===== config.mk =====
export PLATFORM = sky130hd
export DESIGN_NAME = i2c_master_three_byte_write
export DESIGN_NICKNAME = d
export VERILOG_FILES = /design/src/rtl/core/i2cm_pkg.sv /design/src/rtl/core/i2cm_cfg.sv /design/src/rtl/core/i2cm_seq.sv /design/src/rtl/core/i2c_master_three_byte_write.sv
export SDC_FILE = /design/constraint.sdc
export NUM_CORES = 1
export LEC_CHECK = 0
export CAP_MARGIN = 20
export CORE_ASPECT_RATIO = 0.9
export CORE_MARGIN = 3
export CORE_UTILIZATION = 45
export DETAILED_ROUTE_END_ITERATION = 8
export DONT_BUFFER_PORTS = 1
export PLACE_DENSITY = 0.6
export SETUP_SLACK_MARGIN = 0.02
export SLEW_MARGIN = 20
export SYNTH_ARGS = -nofsm -noshare
export SYNTH_HDL_FRONTEND = slang
export SYNTH_SLANG_ARGS = --single-unit
export TNS_END_PERCENT = 10

===== constraint.sdc =====
create_clock -name clk -period 5.7 [get_ports clk]
set_input_delay 0.855 -clock clk [delete_from_list [all_inputs] [get_ports clk]]
set_output_delay 0.855 -clock clk [all_outputs]
set_load 0.01 [all_outputs]

===== src/rtl/core/i2cm_pkg.sv =====
// shared types and constants for the i2c three byte write master
package i2cm_pkg;

  typedef enum logic [3:0] {
    PH_IDLE     = 4'd0,
    PH_START_A  = 4'd1,
    PH_START_B  = 4'd2,
    PH_BIT_LOW  = 4'd3,
    PH_BIT_HIGH = 4'd4,
    PH_ACK_LOW  = 4'd5,
    PH_ACK_HIGH = 4'd6,
    PH_STOP_A   = 4'd7,
    PH_STOP_B   = 4'd8,
    PH_STOP_C   = 4'd9
  } phase_t;

  // register indexes as decoded from paddr[2]
  localparam logic REG_LONG_WAIT  = 1'b0;
  localparam logic REG_SHORT_WAIT = 1'b1;

  localparam logic [15:0] LONG_WAIT_RST  = 16'd1000;
  localparam logic [15:0] SHORT_WAIT_RST = 16'd500;

  // index of the last byte of a transfer
  localparam logic [1:0] LAST_BYTE = 2'd2;

  typedef struct packed {
    logic [15:0] long_wait;
    logic [15:0] short_wait;
  } cfg_t;

  typedef struct packed {
    logic       kind;
    logic [7:0] device_address;
    logic [7:0] command_byte;
    logic [7:0] data_byte;
    logic       sda_sample;
  } item_t;

  typedef struct packed {
    logic scl_level;
    logic sda_level;
    logic sda_drive;
    logic busy_res;
    logic done_res;
    logic nack;
  } result_t;

endpackage


===== src/rtl/core/i2cm_cfg.sv =====
// apb register file for the wait lengths
module i2cm_cfg (
  input  logic                clk,
  input  logic                rst,
  input  logic                psel,
  input  logic                penable,
  input  logic                pwrite,
  input  logic [2:0]          paddr,
  input  logic [31:0]         pwdata,
  output logic [31:0]         prdata,
  output logic                pready,
  output i2cm_pkg::cfg_t      cfg
);

  logic wr_en;

  assign pready = 1'b1;
  assign wr_en  = psel & penable & pwrite;

  always_ff @(posedge clk) begin
    if (rst) begin
      cfg.long_wait  <= i2cm_pkg::LONG_WAIT_RST;
      cfg.short_wait <= i2cm_pkg::SHORT_WAIT_RST;
    end else if (wr_en) begin
      case (paddr[2])
        i2cm_pkg::REG_LONG_WAIT:  cfg.long_wait  <= pwdata[15:0];
        i2cm_pkg::REG_SHORT_WAIT: cfg.short_wait <= pwdata[15:0];
        default: ;
      endcase
    end
  end

  always_comb begin
    case (paddr[2])
      i2cm_pkg::REG_LONG_WAIT:  prdata = {16'd0, cfg.long_wait};
      i2cm_pkg::REG_SHORT_WAIT: prdata = {16'd0, cfg.short_wait};
      default:                  prdata = 32'd0;
    endcase
  end

endmodule


===== src/rtl/core/i2cm_seq.sv =====
// bus sequencer state and one-tick next state logic
module i2cm_seq (
  input  logic                clk,
  input  logic                rst,
  input  logic                step,
  input  i2cm_pkg::item_t     item,
  input  i2cm_pkg::cfg_t      cfg,
  output i2cm_pkg::result_t   result
);

  i2cm_pkg::phase_t phase, phase_next;
  logic [1:0]  byte_index, byte_index_next;
  logic [2:0]  bit_index, bit_index_next;
  logic [7:0]  shift_byte, shift_byte_next;
  logic [15:0] wait_count, wait_count_next;
  logic        nack_seen, nack_seen_next;
  logic [7:0]  held_bytes [3];

  logic             start;
  i2cm_pkg::phase_t ph;
  logic [15:0]      wc;
  logic [7:0]       sb;
  logic [1:0]       bidx_inc;
  logic [7:0]       load_val;
  logic             bit_val;

  assign start = (phase == i2cm_pkg::PH_IDLE) & item.kind;

  always_ff @(posedge clk) begin
    if (rst) begin
      phase      <= i2cm_pkg::PH_IDLE;
      byte_index <= '0;
      bit_index  <= '0;
      shift_byte <= '0;
      wait_count <= '0;
      nack_seen  <= 1'b0;
    end else if (step) begin
      phase      <= phase_next;
      byte_index <= byte_index_next;
      bit_index  <= bit_index_next;
      shift_byte <= shift_byte_next;
      wait_count <= wait_count_next;
      nack_seen  <= nack_seen_next;
    end
  end

  always_ff @(posedge clk) begin
    if (step && start) begin
      held_bytes[0] <= item.device_address;
      held_bytes[1] <= item.command_byte;
      held_bytes[2] <= item.data_byte;
    end
  end

  always_comb begin
    bidx_inc = byte_index + 2'd1;
    case (bidx_inc)
      2'd0:    load_val = held_bytes[0];
      2'd1:    load_val = held_bytes[1];
      2'd2:    load_val = held_bytes[2];
      default: load_val = 8'd0;
    endcase

    phase_next      = phase;
    byte_index_next = byte_index;
    bit_index_next  = bit_index;
    shift_byte_next = shift_byte;
    nack_seen_next  = nack_seen;
    ph              = phase;
    wc              = wait_count;
    sb              = shift_byte;

    // request tick already counts as the first tick of the start segment
    if (start) begin
      ph              = i2cm_pkg::PH_START_A;
      wc              = cfg.long_wait;
      sb              = item.device_address;
      byte_index_next = '0;
      bit_index_next  = '0;
      nack_seen_next  = 1'b0;
    end
    shift_byte_next = sb;
    bit_val         = sb[7];
    wait_count_next = wc;
    phase_next      = ph;

    result = '{scl_level: 1'b1, sda_level: 1'b1, sda_drive: 1'b1,
               busy_res: 1'b0, done_res: 1'b0, nack: 1'b0};
    case (ph)
      i2cm_pkg::PH_START_B:  result.sda_level = 1'b0;
      i2cm_pkg::PH_BIT_LOW:  begin
        result.scl_level = 1'b0;
        result.sda_level = bit_val;
      end
      i2cm_pkg::PH_BIT_HIGH: result.sda_level = bit_val;
      i2cm_pkg::PH_ACK_LOW:  begin
        result.scl_level = 1'b0;
        result.sda_drive = 1'b0;
      end
      i2cm_pkg::PH_ACK_HIGH: begin
        result.sda_level = 1'b1;
        result.sda_drive = 1'b0;
      end
      i2cm_pkg::PH_STOP_A:   begin
        result.scl_level = 1'b0;
        result.sda_level = 1'b0;
      end
      i2cm_pkg::PH_STOP_B:   result.sda_level = 1'b0;
      default: ;
    endcase

    if (ph != i2cm_pkg::PH_IDLE) begin
      result.busy_res = 1'b1;
      if (wc != 16'd0) begin
        wait_count_next = wc - 16'd1;
      end else begin
        case (ph)
          i2cm_pkg::PH_START_A: begin
            phase_next      = i2cm_pkg::PH_START_B;
            wait_count_next = cfg.short_wait;
          end
          i2cm_pkg::PH_START_B, i2cm_pkg::PH_ACK_LOW: begin
            phase_next      = (ph == i2cm_pkg::PH_START_B) ? i2cm_pkg::PH_BIT_LOW
                                                            : i2cm_pkg::PH_ACK_HIGH;
            wait_count_next = cfg.short_wait;
          end
          i2cm_pkg::PH_BIT_LOW: begin
            phase_next      = i2cm_pkg::PH_BIT_HIGH;
            wait_count_next = cfg.short_wait;
          end
          i2cm_pkg::PH_BIT_HIGH: begin
            shift_byte_next = {sb[6:0], 1'b0};
            bit_index_next  = bit_index + 3'd1;
            wait_count_next = cfg.short_wait;
            phase_next      = (bit_index == 3'd7) ? i2cm_pkg::PH_ACK_LOW
                                                  : i2cm_pkg::PH_BIT_LOW;
          end
          i2cm_pkg::PH_ACK_HIGH: begin
            if (item.sda_sample) begin
              nack_seen_next  = 1'b1;
              phase_next      = i2cm_pkg::PH_STOP_A;
              wait_count_next = cfg.long_wait;
            end else begin
              byte_index_next = bidx_inc;
              if (byte_index == i2cm_pkg::LAST_BYTE) begin
                phase_next      = i2cm_pkg::PH_STOP_A;
                wait_count_next = cfg.long_wait;
              end else begin
                shift_byte_next = load_val;
                bit_index_next  = '0;
                phase_next      = i2cm_pkg::PH_BIT_LOW;
                wait_count_next = cfg.short_wait;
              end
            end
          end
          i2cm_pkg::PH_STOP_A: begin
            phase_next      = i2cm_pkg::PH_STOP_B;
            wait_count_next = cfg.long_wait;
          end
          i2cm_pkg::PH_STOP_B: begin
            phase_next      = i2cm_pkg::PH_STOP_C;
            wait_count_next = cfg.long_wait;
          end
          default: begin
            result.done_res = 1'b1;
            result.nack     = nack_seen;
            phase_next      = i2cm_pkg::PH_IDLE;
            wait_count_next = '0;
          end
        endcase
      end
    end
  end

endmodule


===== src/rtl/core/i2c_master_three_byte_write.sv =====
// top level of the i2c master three byte register write
// Each input transaction is one timing tick of the bus sequencer and produces exactly one
// output transaction carrying the line levels for that tick plus busy/done/nack status.
// A tick with s_tuser (kind) high while idle latches the three bytes and starts a transfer:
// start condition, device address, command byte and data byte sent msb first, each followed
// by an acknowledge clock with sda released, then the stop condition. sda_sample is only
// looked at on the last tick of each acknowledge high half; a 1 there aborts to the stop
// and reports nack with done. Every segment lasts wait+1 ticks, long_wait (reg 0, byte
// address 0) for the first start segment and the three stop segments, short_wait (reg 1, byte
// address 4) for the second start segment and per clock half. Throughput is one tick per clock:
// a tick is held in the input register, the sequencer state updates in one pass of its next
// state logic, the result lands in the output register, and m_tready back pressure stalls both
// stages. Write the wait registers only while no ticks are in flight; paddr[1:0] is ignored.
module i2c_master_three_byte_write (
  input  logic        clk,
  input  logic        rst,
  // input tick stream
  input  logic        s_tvalid,
  output logic        s_tready,
  input  logic [31:0] s_tdata,  // device_address, command_byte, data_byte, sda_sample, 7'b0
  input  logic        s_tuser,  // kind
  // result stream
  output logic        m_tvalid,
  input  logic        m_tready,
  output logic [7:0]  m_tdata,  // scl_level, sda_level, sda_drive, busy_res, done_res, nack, 2'b0
  // configuration port
  input  logic        psel,
  input  logic        penable,
  input  logic        pwrite,
  input  logic [2:0]  paddr,
  input  logic [31:0] pwdata,
  output logic [31:0] prdata,
  output logic        pready
);

  i2cm_pkg::cfg_t    cfg;
  i2cm_pkg::item_t   item;
  i2cm_pkg::result_t result;
  logic              in_valid;
  logic              adv;

  // a held tick moves on when the output register is free or being drained
  assign adv      = in_valid & (~m_tvalid | m_tready);
  assign s_tready = ~in_valid | adv;

  // input register
  always_ff @(posedge clk) begin
    if (rst) begin
      in_valid <= 1'b0;
    end else if (s_tready) begin
      in_valid <= s_tvalid;
    end
  end

  always_ff @(posedge clk) begin
    if (s_tready && s_tvalid) begin
      item.kind           <= s_tuser;
      item.device_address <= s_tdata[7:0];
      item.command_byte   <= s_tdata[15:8];
      item.data_byte      <= s_tdata[23:16];
      item.sda_sample     <= s_tdata[24];
    end
  end

  i2cm_cfg u_cfg (
    .clk     (clk),
    .rst     (rst),
    .psel    (psel),
    .penable (penable),
    .pwrite  (pwrite),
    .paddr   (paddr),
    .pwdata  (pwdata),
    .prdata  (prdata),
    .pready  (pready),
    .cfg     (cfg)
  );

  i2cm_seq u_seq (
    .clk    (clk),
    .rst    (rst),
    .step   (adv),
    .item   (item),
    .cfg    (cfg),
    .result (result)
  );

  // output register
  always_ff @(posedge clk) begin
    if (rst) begin
      m_tvalid <= 1'b0;
    end else if (adv) begin
      m_tvalid <= 1'b1;
    end else if (m_tready) begin
      m_tvalid <= 1'b0;
    end
  end

  always_ff @(posedge clk) begin
    if (adv) begin
      m_tdata <= {2'b00, result.nack, result.done_res, result.busy_res,
                  result.sda_drive, result.sda_level, result.scl_level};
    end
  end

endmodule

Yosys cells after proc, flatten, opt, wreduce, memory -nomap -nowiden
Memory sizes are Yosys's and may differ from the RTL's.
Cells that the tools add are included.
{"block": "word_totals", "reg_bits": 100, "ram_bits": 24, "out_inout_bits": 43, "mem_count": 1}
{"block": "op_classes", "addsub": 3, "eq_ne": 12, "mux": 48, "bitwise_logic": 10, "n_reduce_logical": 19}
{"name": "u_seq.held_bytes", "words": 3, "width": 8, "read_ports": 3, "rd_ports_with_merged_regs": 0, "wr": 3, "line": "i2cm_seq.sv:17", "rtl": "logic [7:0] held_bytes [3];"}
{"op": "two-way mux 16 bit", "count": 5}
{"op": "one-hot mux 32 bit (2 select lines)", "count": 1}
{"op": "one-hot mux 16 bit (3 select lines)", "count": 1}
{"op": "two-way mux 8 bit", "count": 5}
{"op": "one-hot mux 4 bit (7 select lines)", "count": 1}
{"op": "two-way mux 3 bit", "count": 9}
{"op": "one-hot mux 8 bit (3 select lines)", "count": 1}
{"op": "equality test 4 x 3 -> 1 bit, second input constant", "count": 4}
{"op": "two-way mux 4 bit", "count": 4}
{"op": "one-hot mux 8 bit (2 select lines)", "count": 1}
{"op": "nonzero test 16 bit", "count": 1}
{"op": "subtractor 16 x 1 -> 16 bit, second input constant", "count": 1}
{"op": "two-way mux 2 bit", "count": 7}
{"op": "two-way mux 1 bit", "count": 11}
{"op": "OR reduction 10 bit", "count": 1}
{"op": "OR reduction 2 bit", "count": 5}
{"op": "equality test 4 x 2 -> 1 bit, second input constant", "count": 2}
{"op": "OR reduction 8 bit", "count": 1}
{"op": "one-hot mux 3 bit (2 select lines)", "count": 1}
{"op": "OR reduction 3 bit", "count": 2}
{"op": "OR reduction 5 bit", "count": 1}
{"op": "AND 1 bit", "count": 4}
{"op": "equality test 2 bit, second input constant", "count": 2}
{"op": "equality test 4 x 1 -> 1 bit, second input constant", "count": 1}
{"op": "14 further kinds", "count": 20}

Logic depth before layout (Yosys ltp)
Gate-level depths: netlist of run 1.
{"block": "logic_depth", "ltp_word": 8, "ltp_mapped": 15, "ltp_nobuf": 10}

By module
From an unflattened synthesis of run 1, not the netlist that was laid out.
{"block": "unflattened", "hier_cells": 678, "area_unflattened_um2": 6668.9}
{"mod": "i2cm_seq", "instances": 1, "cells_each": 469, "area_each_um2": 3907.5, "seq_area_each_um2": 1401.3}
{"mod": "i2cm_cfg", "instances": 1, "cells_each": 164, "area_each_um2": 1677.9, "seq_area_each_um2": 640.6}
{"mod": "i2c_master_three_byte_write", "instances": 1, "cells_each": 45, "area_each_um2": 1083.5, "seq_area_each_um2": 1001.0}

Worst setup path before layout of run 1
Ideal clock, no wire load.
{"block": "synth_path", "kind": "flip-flop to flip-flop", "from": "register u_seq.phase[0]", "to": "register u_seq.byte_index[0]", "setup_time_ns": 0.065, "t_arrival_ns": 3.843, "required_time_ns": 5.635, "slack_ns": 1.792, "path_stages_with_launch": 15, "n_path_buf": 5, "path_cell_list": "dfxtp_1 > or3_1 > clkbuf_1 > nor2_1 > buf_4 > buf_2 > buf_2 > mux2i_1 > ha_1 > clkbuf_1 > nand2_1 > nor4b_4 > nor3b_4 > mux2_1 > nor2_1"}
{"block": "synth_via", "elab_chain_len": 7, "elab_cells_between_ends": 12, "classes_between": "eq/ne (1); mux (7); bitwise (1); reduce/logical (3)"}
{"element": "from (decl)", "line": "i2cm_seq.sv:11", "rtl": "i2cm_pkg::phase_t phase, phase_next;"}
{"element": "from (signal assigned)", "line": "i2cm_seq.sv:31", "rtl": "phase <= i2cm_pkg::PH_IDLE;"}
{"element": "from (signal assigned)", "line": "i2cm_seq.sv:38", "rtl": "phase <= phase_next;"}
{"element": "zero test 4 bit", "line": "i2cm_seq.sv:27", "rtl": "assign start = (phase == i2cm_pkg::PH_IDLE) & item.kind;"}
{"element": "AND 1 bit", "line": "i2cm_seq.sv:27"}
{"element": "two-way mux 4 bit or two-way mux 2 bit (tied branches)", "line": "i2cm_seq.sv:74", "rtl": "if (start) begin"}
{"element": "equality test 4 x 3 -> 1 bit or two-way mux 2 bit (tied branches)", "line": "i2cm_seq.sv:117, i2cm_seq.sv:139"}
{"element": "two-way mux 2 bit", "line": "i2cm_seq.sv:117", "rtl": "case (ph)"}
{"element": "two-way mux 2 bit", "line": "i2cm_seq.sv:114", "rtl": "if (wc != 16'd0) begin"}
{"element": "two-way mux 2 bit (*)", "line": "i2cm_seq.sv:112", "rtl": "if (ph != i2cm_pkg::PH_IDLE) begin"}
{"element": "to (signal assigned)", "line": "i2cm_seq.sv:39", "rtl": "byte_index <= byte_index_next;"}
{"element": "to (decl)", "line": "i2cm_seq.sv:12", "rtl": "logic [1:0] byte_index, byte_index_next;"}
Mark *: on every way between the ends. The rest lies on a longest branch, timed or not.
A chain may end at the register's enable or synchronous reset.

Final worst setup path of run 1
Ends and elaborated chain as after synthesis.

==> impl_metrics.json, run 1 <==
{
  "wl_per_cell_um": 19.3,
  "hold_class": "register to register",
  "grt_max_degree": 70,
  "drt_first_iter_violations": 543,
  "ios": 118,
  "netlist_area_mm2": 0.00642,
  "seq_area_frac_synth": 0.474,
  "place_congestion": 0.896,
  "cts_root_buffer": "clkbuf_16",
  "worstMarginPinSlew_ps": 983,
  "ys.flop_type": "dfxtp_1",
  "grt_pass1_wl_um": 26500,
  "cp_max_fo": 15,
  "cts_max_path_buffers": 2,
  "cts_tree": "built",
  "portBuffers": 0,
  "drive_above_1_share": 0.122,
  "fill_cells": 1265,
  "synth_cell_types": 68,
  "crit_path_end_kind": "register",
  "post_cts_resized": 0,
  "slew_violations": 0,
  "path_class": "register to register",
  "first_global_vias": 4904,
  "layout_commonest_cell": "nand2_1",
  "clkTransAtPathRegs_ps": 60,
  "power_density_mw_per_mm2": 323,
  "fin_tns_setup_ps": 0,
  "syn_inst": 676,
  "antenna_found_initial": 0,
  "timing.final.crit_share": 0.694,
  "path_buf_inv": 0,
  "cp_top_family": "simple AND/OR/NAND/NOR gates",
  "final_area_mm2": 0.00702,
  "cellLeakagePower_nw": 2.49,
  "hold_viol": 0,
  "drt_pass1_iterations": 7,
  "ys_async_sr_fraction": 0,
  "cts_hold_buf": 0,
  "grtUsageTotal": 0.212,
  "dpl_cell_area_mm2": 0.00644,
  "numCtsBuffers": 17,
  "synth_area_per_cell_um2": 9.49,
  "dp_hpwl_um": 11100,
  "insertion_delay_ps": 410,
  "post_cts_buffers": 0,
  "num_rows": 40,
  "coreArea_mm2": 0.0137,
  "syn_to_final_growth_pct": 9.34,
  "crit_chain": "or3_1 -> nor2_2 -> mux2i_1 -> ha_1 -> nand2_1 -> nor4b_4 -> nor3b_4 -> mux2_1 -> nor2_1",
  "die_h_um": 119,
  "crit_required_ps": 6050,
  "period_minus_slack_ps": 3960,
  "slowest_delay_ps": 660,
  "start_util": 0.470,
  "yosys_warnings": 0,
  "drc_errors": 0,
  "synth_edf_count": 56,
  "status": "completed",
  "wirelength_um": 16400,
  "diodes": 0,
  "rsz0062_at_grt": "no",
  "viasPerCell": 6.01,
  "slowest_stage": "nor4b_4",
  "worst_ep_arrival_time_ps": 4310,
  "cts_sinks": 124,
  "yosys_register_bits": 124,
  "die_w_um": 132,
  "relSlewSlack": 0.344,
  "nets": 734,
  "htreeDepth": 4,
  "fin_worst_skew_ps": 7.73,
  "postRouteAntennaNets": 0,
  "fmax_mhz": 253,
  "cp-start-kind": "register",
  "max-cap-violations": 0,
  "die_area_mm2": 0.0157,
  "vias": 5135,
  "ir_worst_vdd_v": 0.000245,
  "setup_viol": 0,
  "gr-total-overflow": 0,
  "final_cell_mix": "94 x nand2_1, 68 x dfxtp_1, 56 x a21oi_1, 56 x edfxtp_1, 51 x nor2_1"
}
-- where the power goes --
| part | internal [mW] | switching (mW) |
|---|---|---|
| Sequential | 0.971 | 0.0330 |
| Combinational | 0.0849 | 0.146 |
| Clock | 0.631 | 0.402 |
-- worst reg2reg max path, cell delays in order, from the launching register on --
cell and delay, ps:
dfxtp_1 470, or3_1 650, nor2_2 310, mux2i_1 290, ha_1 430, nand2_1 360, nor4b_4 660, nor3b_4 310
mux2_1 340, nor2_1 80
-- flip-flops by register name (all words and copies together) (netlist names) --
signal,cells
u_seq.held_bytes,24
item,26
m_tdata,6
u_seq.byte_index,2
u_cfg.cfg,32
u_seq.wait_count,16
u_seq.nack_seen,1
in_valid,1
m_tvalid,1
u_seq.phase,4
u_seq.bit_index,3
u_seq.shift_byte,8
-- metrics by stage --
step | hold WS, ps | power (mW) | utilization | instances | worst slack, ps
3_5_place_dp | 405 | 1.25 | 0.471 | 822 | 1780
3_3_place_gp | 407 | 1.24 | 0.471 | 822 | 1830
6_report | 415 | 2.27 | 0.514 | 854 | 1740
5_1_grt | 425 | 2.36 | 0.514 | 854 | 1440
4_1_cts | 416 | 2.29 | 0.513 | 854 | 1760
2_1_floorplan | 400 | 1.21 | - | 693 | 1790
-- metal layers --
layer | vias up | share of wire | GRT usage
li1 | 2429 | - | -
met1 | 2472 | 0.47 | 0.307
met2 | 219 | 0.43 | 0.304
met3 | 15 | 0.087 | 0.0646
met4 | 0 | 0.0094 | 0.0636
met5 | - | 0 | 0
-- cell type report --
| cell class | instances | area [um2] | area share |
|---|---|---|---|
| Inverter | 8 | 30.0 | 0.00428 |
| Multi-Input combinational cell | 494 | 3080 | 0.440 |
| Clock buffer | 21 | 462 | 0.0658 |
| Timing Repair Buffer | 7 | 52.6 | 0.00749 |
| Sequential cell | 124 | 3040 | 0.434 |
| Tap cell | 189 | 236 | 0.0337 |
| Clock inverter | 11 | 109 | 0.0155 |
-- path summary, 6_finish.rpt --
check                                   start                                 to  slack, ps  cells after the start
setup / recovery  u_seq.phase[0]$_SDFFE_PP0P_   u_seq.byte_index[0]$_SDFFE_PP0P_       1740                      9
hold / removal              item[7]$_DFFE_PP_  u_seq.held_bytes[0][22]$_DFFE_PP_        420                      0
setup reg to reg  u_seq.phase[0]$_SDFFE_PP0P_   u_seq.byte_index[0]$_SDFFE_PP0P_       1740                      9
hold reg to reg             item[7]$_DFFE_PP_  u_seq.held_bytes[0][22]$_DFFE_PP_        420                      0
-- kinds of logic (layout without fill, tap and decap cells) --
family,Yosys count,after routing,share of synthesized area
other,2,19,0.00117
buffers and inverters,75,47,0.0577
AO/OA/AOI/OAI,171,171,0.182
multiplexers,34,34,0.0579
flip-flops,124,124,0.474
adder cells (fa/ha/maj),7,7,0.0136
XOR/XNOR,6,6,0.00819
AND/OR/NAND/NOR,257,257,0.205
-- cells in the mapped netlist (all sizes together) (16+ instances only) --
master / instances / area share
a211oi: 16 / 0.019
o21ai: 17 / 0.015
clkbuf: 36 / 0.021
dfxtp: 68 / 0.21
a22o: 17 / 0.023
edfxtp: 56 / 0.26
a21oi: 56 / 0.044
nor3: 24 / 0.021
nand3b: 17 / 0.020
mux2: 25 / 0.044
nor2: 55 / 0.032
nand2: 94 / 0.055
buf: 31 / 0.032
(Power assumes the default switching activity.)
==> inputs of run 2 (changes only) <==
--- a/config.mk
+++ b/config.mk
@@ -5,13 +5,14 @@
 export SDC_FILE = /design/constraint.sdc
 export NUM_CORES = 1
 export LEC_CHECK = 0
+export ABC_AREA = 1
 export CAP_MARGIN = 20
 export CORE_ASPECT_RATIO = 0.9
 export CORE_MARGIN = 3
 export CORE_UTILIZATION = 45
 export DETAILED_ROUTE_END_ITERATION = 8
 export DONT_BUFFER_PORTS = 1
-export PLACE_DENSITY = 0.6
+export PLACE_DENSITY = 0.62
 export SETUP_SLACK_MARGIN = 0.02
 export SLEW_MARGIN = 20
 export SYNTH_ARGS = -nofsm -noshare
==> constraint.sdc (replaced) <==
create_clock -name clk -period 3.3 [get_ports clk]
set_input_delay 0.495 -clock clk [delete_from_list [all_inputs] [get_ports clk]]
set_output_delay 0.495 -clock clk [all_outputs]
set_load 0.01 [all_outputs]
==> run 2 against run 1 <==
Synthesized cell count is 45% higher. Sequential power is 71% higher. Worst setup slack worse by 1400 ps. Hold slack worse by 250 ps. Global-route usage is 0.75 points higher. Critical path type unchanged. Die area is 9.9% higher. Largest cell class unchanged. Clock skew is 4.6 ps higher.
==> impl_metrics.json, run 2 <==
{
  "die_w_um": 138,
  "grt_pass1_wl_um": 30500,
  "max-cap-violations": 0,
  "cellLeakagePower_nw": 3.21,
  "synthTopCellsByArea": "edfxtp_1 24%, dfxtp_1 19%, nand2_1 17%",
  "worst_ep_arrival_time_ps": 3200,
  "coreArea_mm2": 0.0151,
  "die_h_um": 125,
  "cts_max_path_buffers": 2,
  "layout_commonest_cell": "nand2_1",
  "fin_worst_skew_ps": 12.3,
  "drt_pass1_iterations": 5,
  "drc_errors": 0,
  "fmax_mhz": 335,
  "hold_class": "input pin to register",
  "ir_worst_vdd_v": 0.000421,
  "slowest_delay_ps": 470,
  "relSlewSlack": 0.504,
  "cp_max_fo": 25,
  "clkTransAtPathRegs_ps": 60,
  "path_class": "register to register",
  "die_area_mm2": 0.0173,
  "syn_to_final_growth_pct": 9.31,
  "synth_largest_area_cell": "edfxtp_1",
  "cts_sinks": 124,
  "insertion_delay_ps": 430,
  "regMostFlops": "u_cfg.cfg",
  "crit_required_ps": 3520,
  "status": "completed",
  "ios": 118,
  "dp.cells": 1145,
  "diodes": 0,
  "vias": 6408,
  "fin_tns_setup_ps": 0,
  "wl_per_cell_um": 16.2,
  "setup_viol": 0,
  "path_buf_inv": 0,
  "grtUsageTotal": 0.219,
  "power_density_mw_per_mm2": 501,
  "numCtsBuffers": 17,
  "ys_top_cells_by_count": "323 x nand2_1, 105 x o21ai_0, 78 x a21oi_1, 78 x inv_1, 68 x dfxtp_1",
  "power_mw": 3.88,
  "slew_violations": 0,
  "wirelength_um": 19200,
  "largest_reg_flops": 32,
  "worstMarginPinSlew_ps": 743,
  "drive_above_1_share": 0.0862,
  "synth_area_per_cell_um2": 7.22,
  "cp_top_family": "simple AND/OR/NAND/NOR gates",
  "portBuffers": 0,
  "start_util": 0.470,
  "crit_path_end_kind": "register",
  "syn_inst": 981,
  "timing.final.crit_share": 0.905,
  "cts_hold_buf": 0,
  "yosysMostFrequentCell": "nand2_1",
  "synth_cell_types": 40,
  "cts_root_buffer": "clkbuf_16",
  "postRouteAntennaNets": 0,
  "gr-total-overflow": 0,
  "drt_first_iter_violations": 735,
  "viasPerCell": 5.41,
  "netlist_area_mm2": 0.00709,
  "first_global_vias": 5526,
  "cp-start-kind": "register",
  "grt_max_degree": 43,
  "ys_async_sr_fraction": 0,
  "num_rows": 42,
  "layoutNonFillerInstCount": 1184,
  "place_congestion": 0.929,
  "dp_hpwl_um": 13500,
  "yosys_register_bits": 124,
  "final_cell_mix": "323 x nand2_1, 105 x o21ai_0, 78 x inv_1, 78 x a21oi_1, 68 x dfxtp_1",
  "htreeDepth": 4,
  "antenna_found_initial": 1,
  "cts_tree": "built",
  "period_minus_slack_ps": 2990,
  "reg.largest.list": "u_cfg.cfg (32), item (26), u_seq.held_bytes (24)",
  "slowest_stage": "nor2_4",
  "netlist.area_leader.share": 0.237,
  "whs_ps": 161,
  "hold_viol": 0,
  "synth_edf_count": 56,
  "yosys_warnings": 0,
  "seq_area_frac_synth": 0.429,
  "crit_chain": "nor2_4 -> nand4_1 -> nand2_1 -> ha_1 -> nand2_1 -> nor2_1 -> nand3_1 -> nor2_2 -> nand3_1 -> nor4_2",
  "ys.flop_type": "dfxtp_1",
  "nets": 1055,
  "rsz0062_at_grt": "no"
}
[run 2: cell count changes in the layout (fill, tap and decap cells not counted), moves of 16 or more]
cell	change
nand3b_1	-16
o21ai_0	+92
a22o_1	-17
nand3_1	+33
a21oi_1	+22
inv_1	+72
nor3_1	-20
mux2_2	-24
nand2_1	+229
buf_4	+20
nand4_1	+32
[run 2: path summary, 6_finish.rpt]
path | startpoint | to | slack, ps | cells after the start
max | u_seq.phase[2]$_SDFFE_PP0P_ | m_tdata[5]$_SDFFCE_PP0P_ | 310 | 10
min | s_tuser | item[25]$_DFFE_PP_ | 160 | 0
max reg2reg | u_seq.phase[2]$_SDFFE_PP0P_ | m_tdata[5]$_SDFFCE_PP0P_ | 310 | 10
min reg2reg | item[12]$_DFFE_PP_ | u_seq.held_bytes[0][11]$_DFFE_PP_ | 420 | 0
[run 2: layout make-up]
type | instances | area (um2)
tap | 198 | 248
inverter | 84 | 317
timing repair buffer | 27 | 203
clock buffer | 17 | 425
clock inverter | 15 | 116
multi-input combinational | 719 | 3390
sequential | 124 | 3040
fill | 1476 | 7340
[run 2: worst reg2reg max path: cells and delay by family (launching register included)]
family,cells,cell delay (ps)
fa+ha+maj,1,230
simple gates,9,2160
flops,1,390
[run 2: timing repair]
action | in CTS | in global routing
buffers inserted | 0 | 6
endpoints found under the hold margin | 0 | 0
gates resized for setup | 0 | 1
endpoints found under the setup margin | 0 | 16
[run 2: power by group]
group | internal, mW | switching, mW
Sequential | 1.67 | 0.0390
Clock | 0.969 | 0.747
Combinational | 0.132 | 0.320
[run 2: routing by layer]
layer	up-vias	share of wire	GRT usage	routed length [um]
met5	-	0.00068	0	13
met4	2	0.0070	0.0558	134
met3	15	0.092	0.0542	1760
met2	271	0.39	0.285	7530
met1	2897	0.51	0.355	9750
li1	3223	-	-	-
[run 2: per-stage QoR]
| stage | setup slack [ps] | utilization | instance area (um2) |
|---|---|---|---|
| final | 313 | 0.514 | 7740 |
| after global routing | 111 | 0.514 | 7740 |
| after CTS | 213 | 0.509 | 7680 |
| after detailed placement | 238 | 0.474 | 7140 |
| after global placement | 270 | 0.474 | 7140 |
| after floorplan | 650 | - | 7150 |
[run 2: cells by family after synthesis]
group                      synth area share
other                               0.00106
adders and majority gates            0.0124
and+or+nand+nor                       0.285
xor gates and xnor gates            0.00247
AOI/OAI and AO/OA                     0.167
buffers and inverters                 0.103
DFF                                   0.429
==> inputs of run 3 (changes only) <==
==> constraint.sdc (replaced) <==
create_clock -name clk -period 2.62 [get_ports clk]
set_input_delay 0.393 -clock clk [delete_from_list [all_inputs] [get_ports clk]]
set_output_delay 0.393 -clock clk [all_outputs]
set_load 0.01 [all_outputs]
==> run 3 against run 2 <==
Cell area rose by 1.7%. Final cell count rose by 0.51%. Wire length rose by 0.82%. Clock power rose by 37%. Maximum frequency rose by 27%. Largest cell class unchanged. First-iteration DRC count fell by 27%. Hold slack got worse by 110 ps.
==> impl_metrics.json, run 3 (synthesized netlist as in run 2, its figures left out) <==
{
  "status": "completed",
  "dp_slack_ps": 180,
  "viasPerCell": 5.35,
  "ir_worst_vdd_v": 0.000660,
  "cts_root_buffer": "clkbuf_16",
  "crit_chain": "nor2_4 -> nand3_4 -> buf_12 -> nand2_1 -> nand2_1 -> nor2_2 -> nand3_1 -> nor2_1 -> nand2_1 -> inv_4 -> nand2_1 -> o21ai_1 -> nand2_1 -> a21oi_1",
  "final_area_mm2": 0.00788,
  "htreeDepth": 4,
  "cp-start-kind": "register",
  "cts_tree": "built",
  "hold_viol": 0,
  "fill_cells": 1474,
  "fin_ws_ps": 261,
  "diodes": 0,
  "rsz0062_at_grt": "no",
  "dpl_cell_area_mm2": 0.00725,
  "crit_path_end_kind": "register",
  "wl_met3_um": 1900,
  "max-cap-violations": 0,
  "regArea_mm2": 0.00304,
  "gr-total-overflow": 0,
  "grt_max_degree": 49,
  "path_common_cell": "nand2_1",
  "drc_errors": 0,
  "ios": 118,
  "cts_sinks": 124,
  "cp_max_fo": 48,
  "syn_to_final_growth_pct": 11.2,
  "cellLeakagePower_nw": 3.29,
  "whs_ps": 47.5,
  "cts_max_path_buffers": 2,
  "die_h_um": 125,
  "fmax_mhz": 424,
  "num_rows": 42,
  "regMostFlops": "u_cfg.cfg",
  "wl_per_cell_um": 16.3,
  "drive_above_1_share": 0.0958,
  "start_util": 0.470,
  "nets": 1061,
  "vias": 6366,
  "grtUsageTotal": 0.227,
  "wirelength_um": 19300,
  "r2r_slack_ps": 260,
  "min_to": "u_seq.byte_index[1]$_SDFFE_PP0P_",
  "largest_reg_flops": 32,
  "rr_worst_depth": 14,
  "drt_pass1_iterations": 5,
  "dr.max_layer_used": "met4",
  "cp_top_family": "simple AND/OR/NAND/NOR gates",
  "slowest_stage": "dfxtp_1",
  "dp.cells": 1156,
  "path_class": "register to register",
  "min_from": "rst",
  "final_cell_mix": "323 x nand2_1, 105 x o21ai_0, 78 x inv_1, 78 x a21oi_1, 67 x dfxtp_1",
  "die_w_um": 138,
  "worstHoldPathCells": 1,
  "grt_pass1_wl_um": 31400,
  "wl_met2_um": 7620,
  "hold_class": "input pin to register",
  "antenna_found_initial": 0,
  "multiInputGateArea_mm2": 0.00339,
  "worstMarginPinSlew_ps": 750,
  "cp.depth": 14,
  "first_global_vias": 5774,
  "postRouteAntennaNets": 0,
  "power_mw": 5.10,
  "worst_ep_arrival_time_ps": 2710,
  "reg.largest.list": "u_cfg.cfg (32), item (26), u_seq.held_bytes (24)",
  "setup_viol": 0,
  "fin_tns_setup_ps": 0,
  "dp_hpwl_um": 13800,
  "insertion_delay_ps": 430,
  "wl_met1_um": 9560,
  "portBuffers": 0,
  "layout_commonest_cell": "nand2_1",
  "crit_required_ps": 2970,
  "drt_first_iter_violations": 534,
  "power_density_mw_per_mm2": 647,
  "relSlewSlack": 0.499,
  "fin_worst_skew_ps": 8.55,
  "r2r-end": "u_seq.shift_byte[4]$_SDFFE_PP0P_",
  "clkTransAtPathRegs_ps": 60,
  "r2r-start": "u_seq.phase[2]$_SDFFE_PP0P_",
  "coreArea_mm2": 0.0151,
  "numCtsBuffers": 17,
  "layoutNonFillerInstCount": 1190,
  "period_minus_slack_ps": 2360,
  "slew_violations": 0,
  "slowest_delay_ps": 390,
  "timing.final.crit_share": 0.901,
  "path_buf_inv": 2,
  "place_congestion": 0.940,
  "die_area_mm2": 0.0173,
  "cts_hold_buf": 0,
  "fin_util": 0.522
}
run 3: cell count changes in the layout (fill, tap and decap cells not counted), sizes merged:
| cell | previous run | this run |
|---|---|---|
| bufinv | 0 | 1 |
| buf | 27 | 34 |
| inv | 87 | 92 |
| clkinv | 9 | 4 |
| nand3 | 43 | 42 |
| clkbuf | 17 | 18 |
| clkinvlp | 3 | 1 |
run 3: worst reg2reg max path, cell delays in order, from the launching register on:
cell	delay, ps
dfxtp_1	390
nor2_4	200
nand3_4	120
buf_12	210
nand2_1	90
nand2_1	100
nor2_2	140
nand3_1	140
nor2_1	140
nand2_1	140
inv_4	240
nand2_1	110
o21ai_1	80
nand2_1	70
a21oi_1	120
run 3: area by class of cell:
cell class	instances	area share
timing repair buffer	34	0.0375
multi-input combinational	718	0.430
sequential	124	0.386
clock buffer	18	0.0557
inverter	84	0.0403
tap	198	0.0314
clock inverter	14	0.0189
run 3: power by group:
part / total, mW / internal (mW) / switching [mW]
logic: 0.591 / 0.184 / 0.407
clock network: 2.35 / 1.37 / 0.979
registers: 2.16 / 2.11 / 0.0501
total: 5.10 / 3.66 / 1.44
run 3: what timing repair did:
action                                  4_1_cts  5_1_grt
gates resized for setup                       0        8
buffers inserted                              0        2
endpoints found under the setup margin        0       27
hold endpoints to repair                      0        0
run 3: worst max-delay path by stage:
stage	start	end	slack [ps]
after floorplan	u_seq.phase[1]$_SDFFE_PP0P_	u_seq.wait_count[1]$_SDFFE_PP0P_	350
after global placement	u_seq.phase[0]$_SDFFE_PP0P_	m_tdata[5]$_SDFFCE_PP0P_	140
after detailed placement	u_seq.phase[0]$_SDFFE_PP0P_	m_tdata[5]$_SDFFCE_PP0P_	180
after CTS	u_seq.phase[0]$_SDFFE_PP0P_	u_seq.wait_count[0]$_SDFFE_PP0P_	160
after global routing	u_seq.phase[2]$_SDFFE_PP0P_	u_seq.bit_index[0]$_SDFFE_PP0P_	20
final	u_seq.phase[2]$_SDFFE_PP0P_	u_seq.shift_byte[4]$_SDFFE_PP0P_	260
run 3: layer usage:
| metal | vias up | global-route usage |
|---|---|---|
| met4 | 0 | 0.0691 |
| met2 | 238 | 0.304 |
| met3 | 20 | 0.0683 |
| met1 | 2867 | 0.347 |
| met5 | - | 0 |
| li1 | 3241 | - |
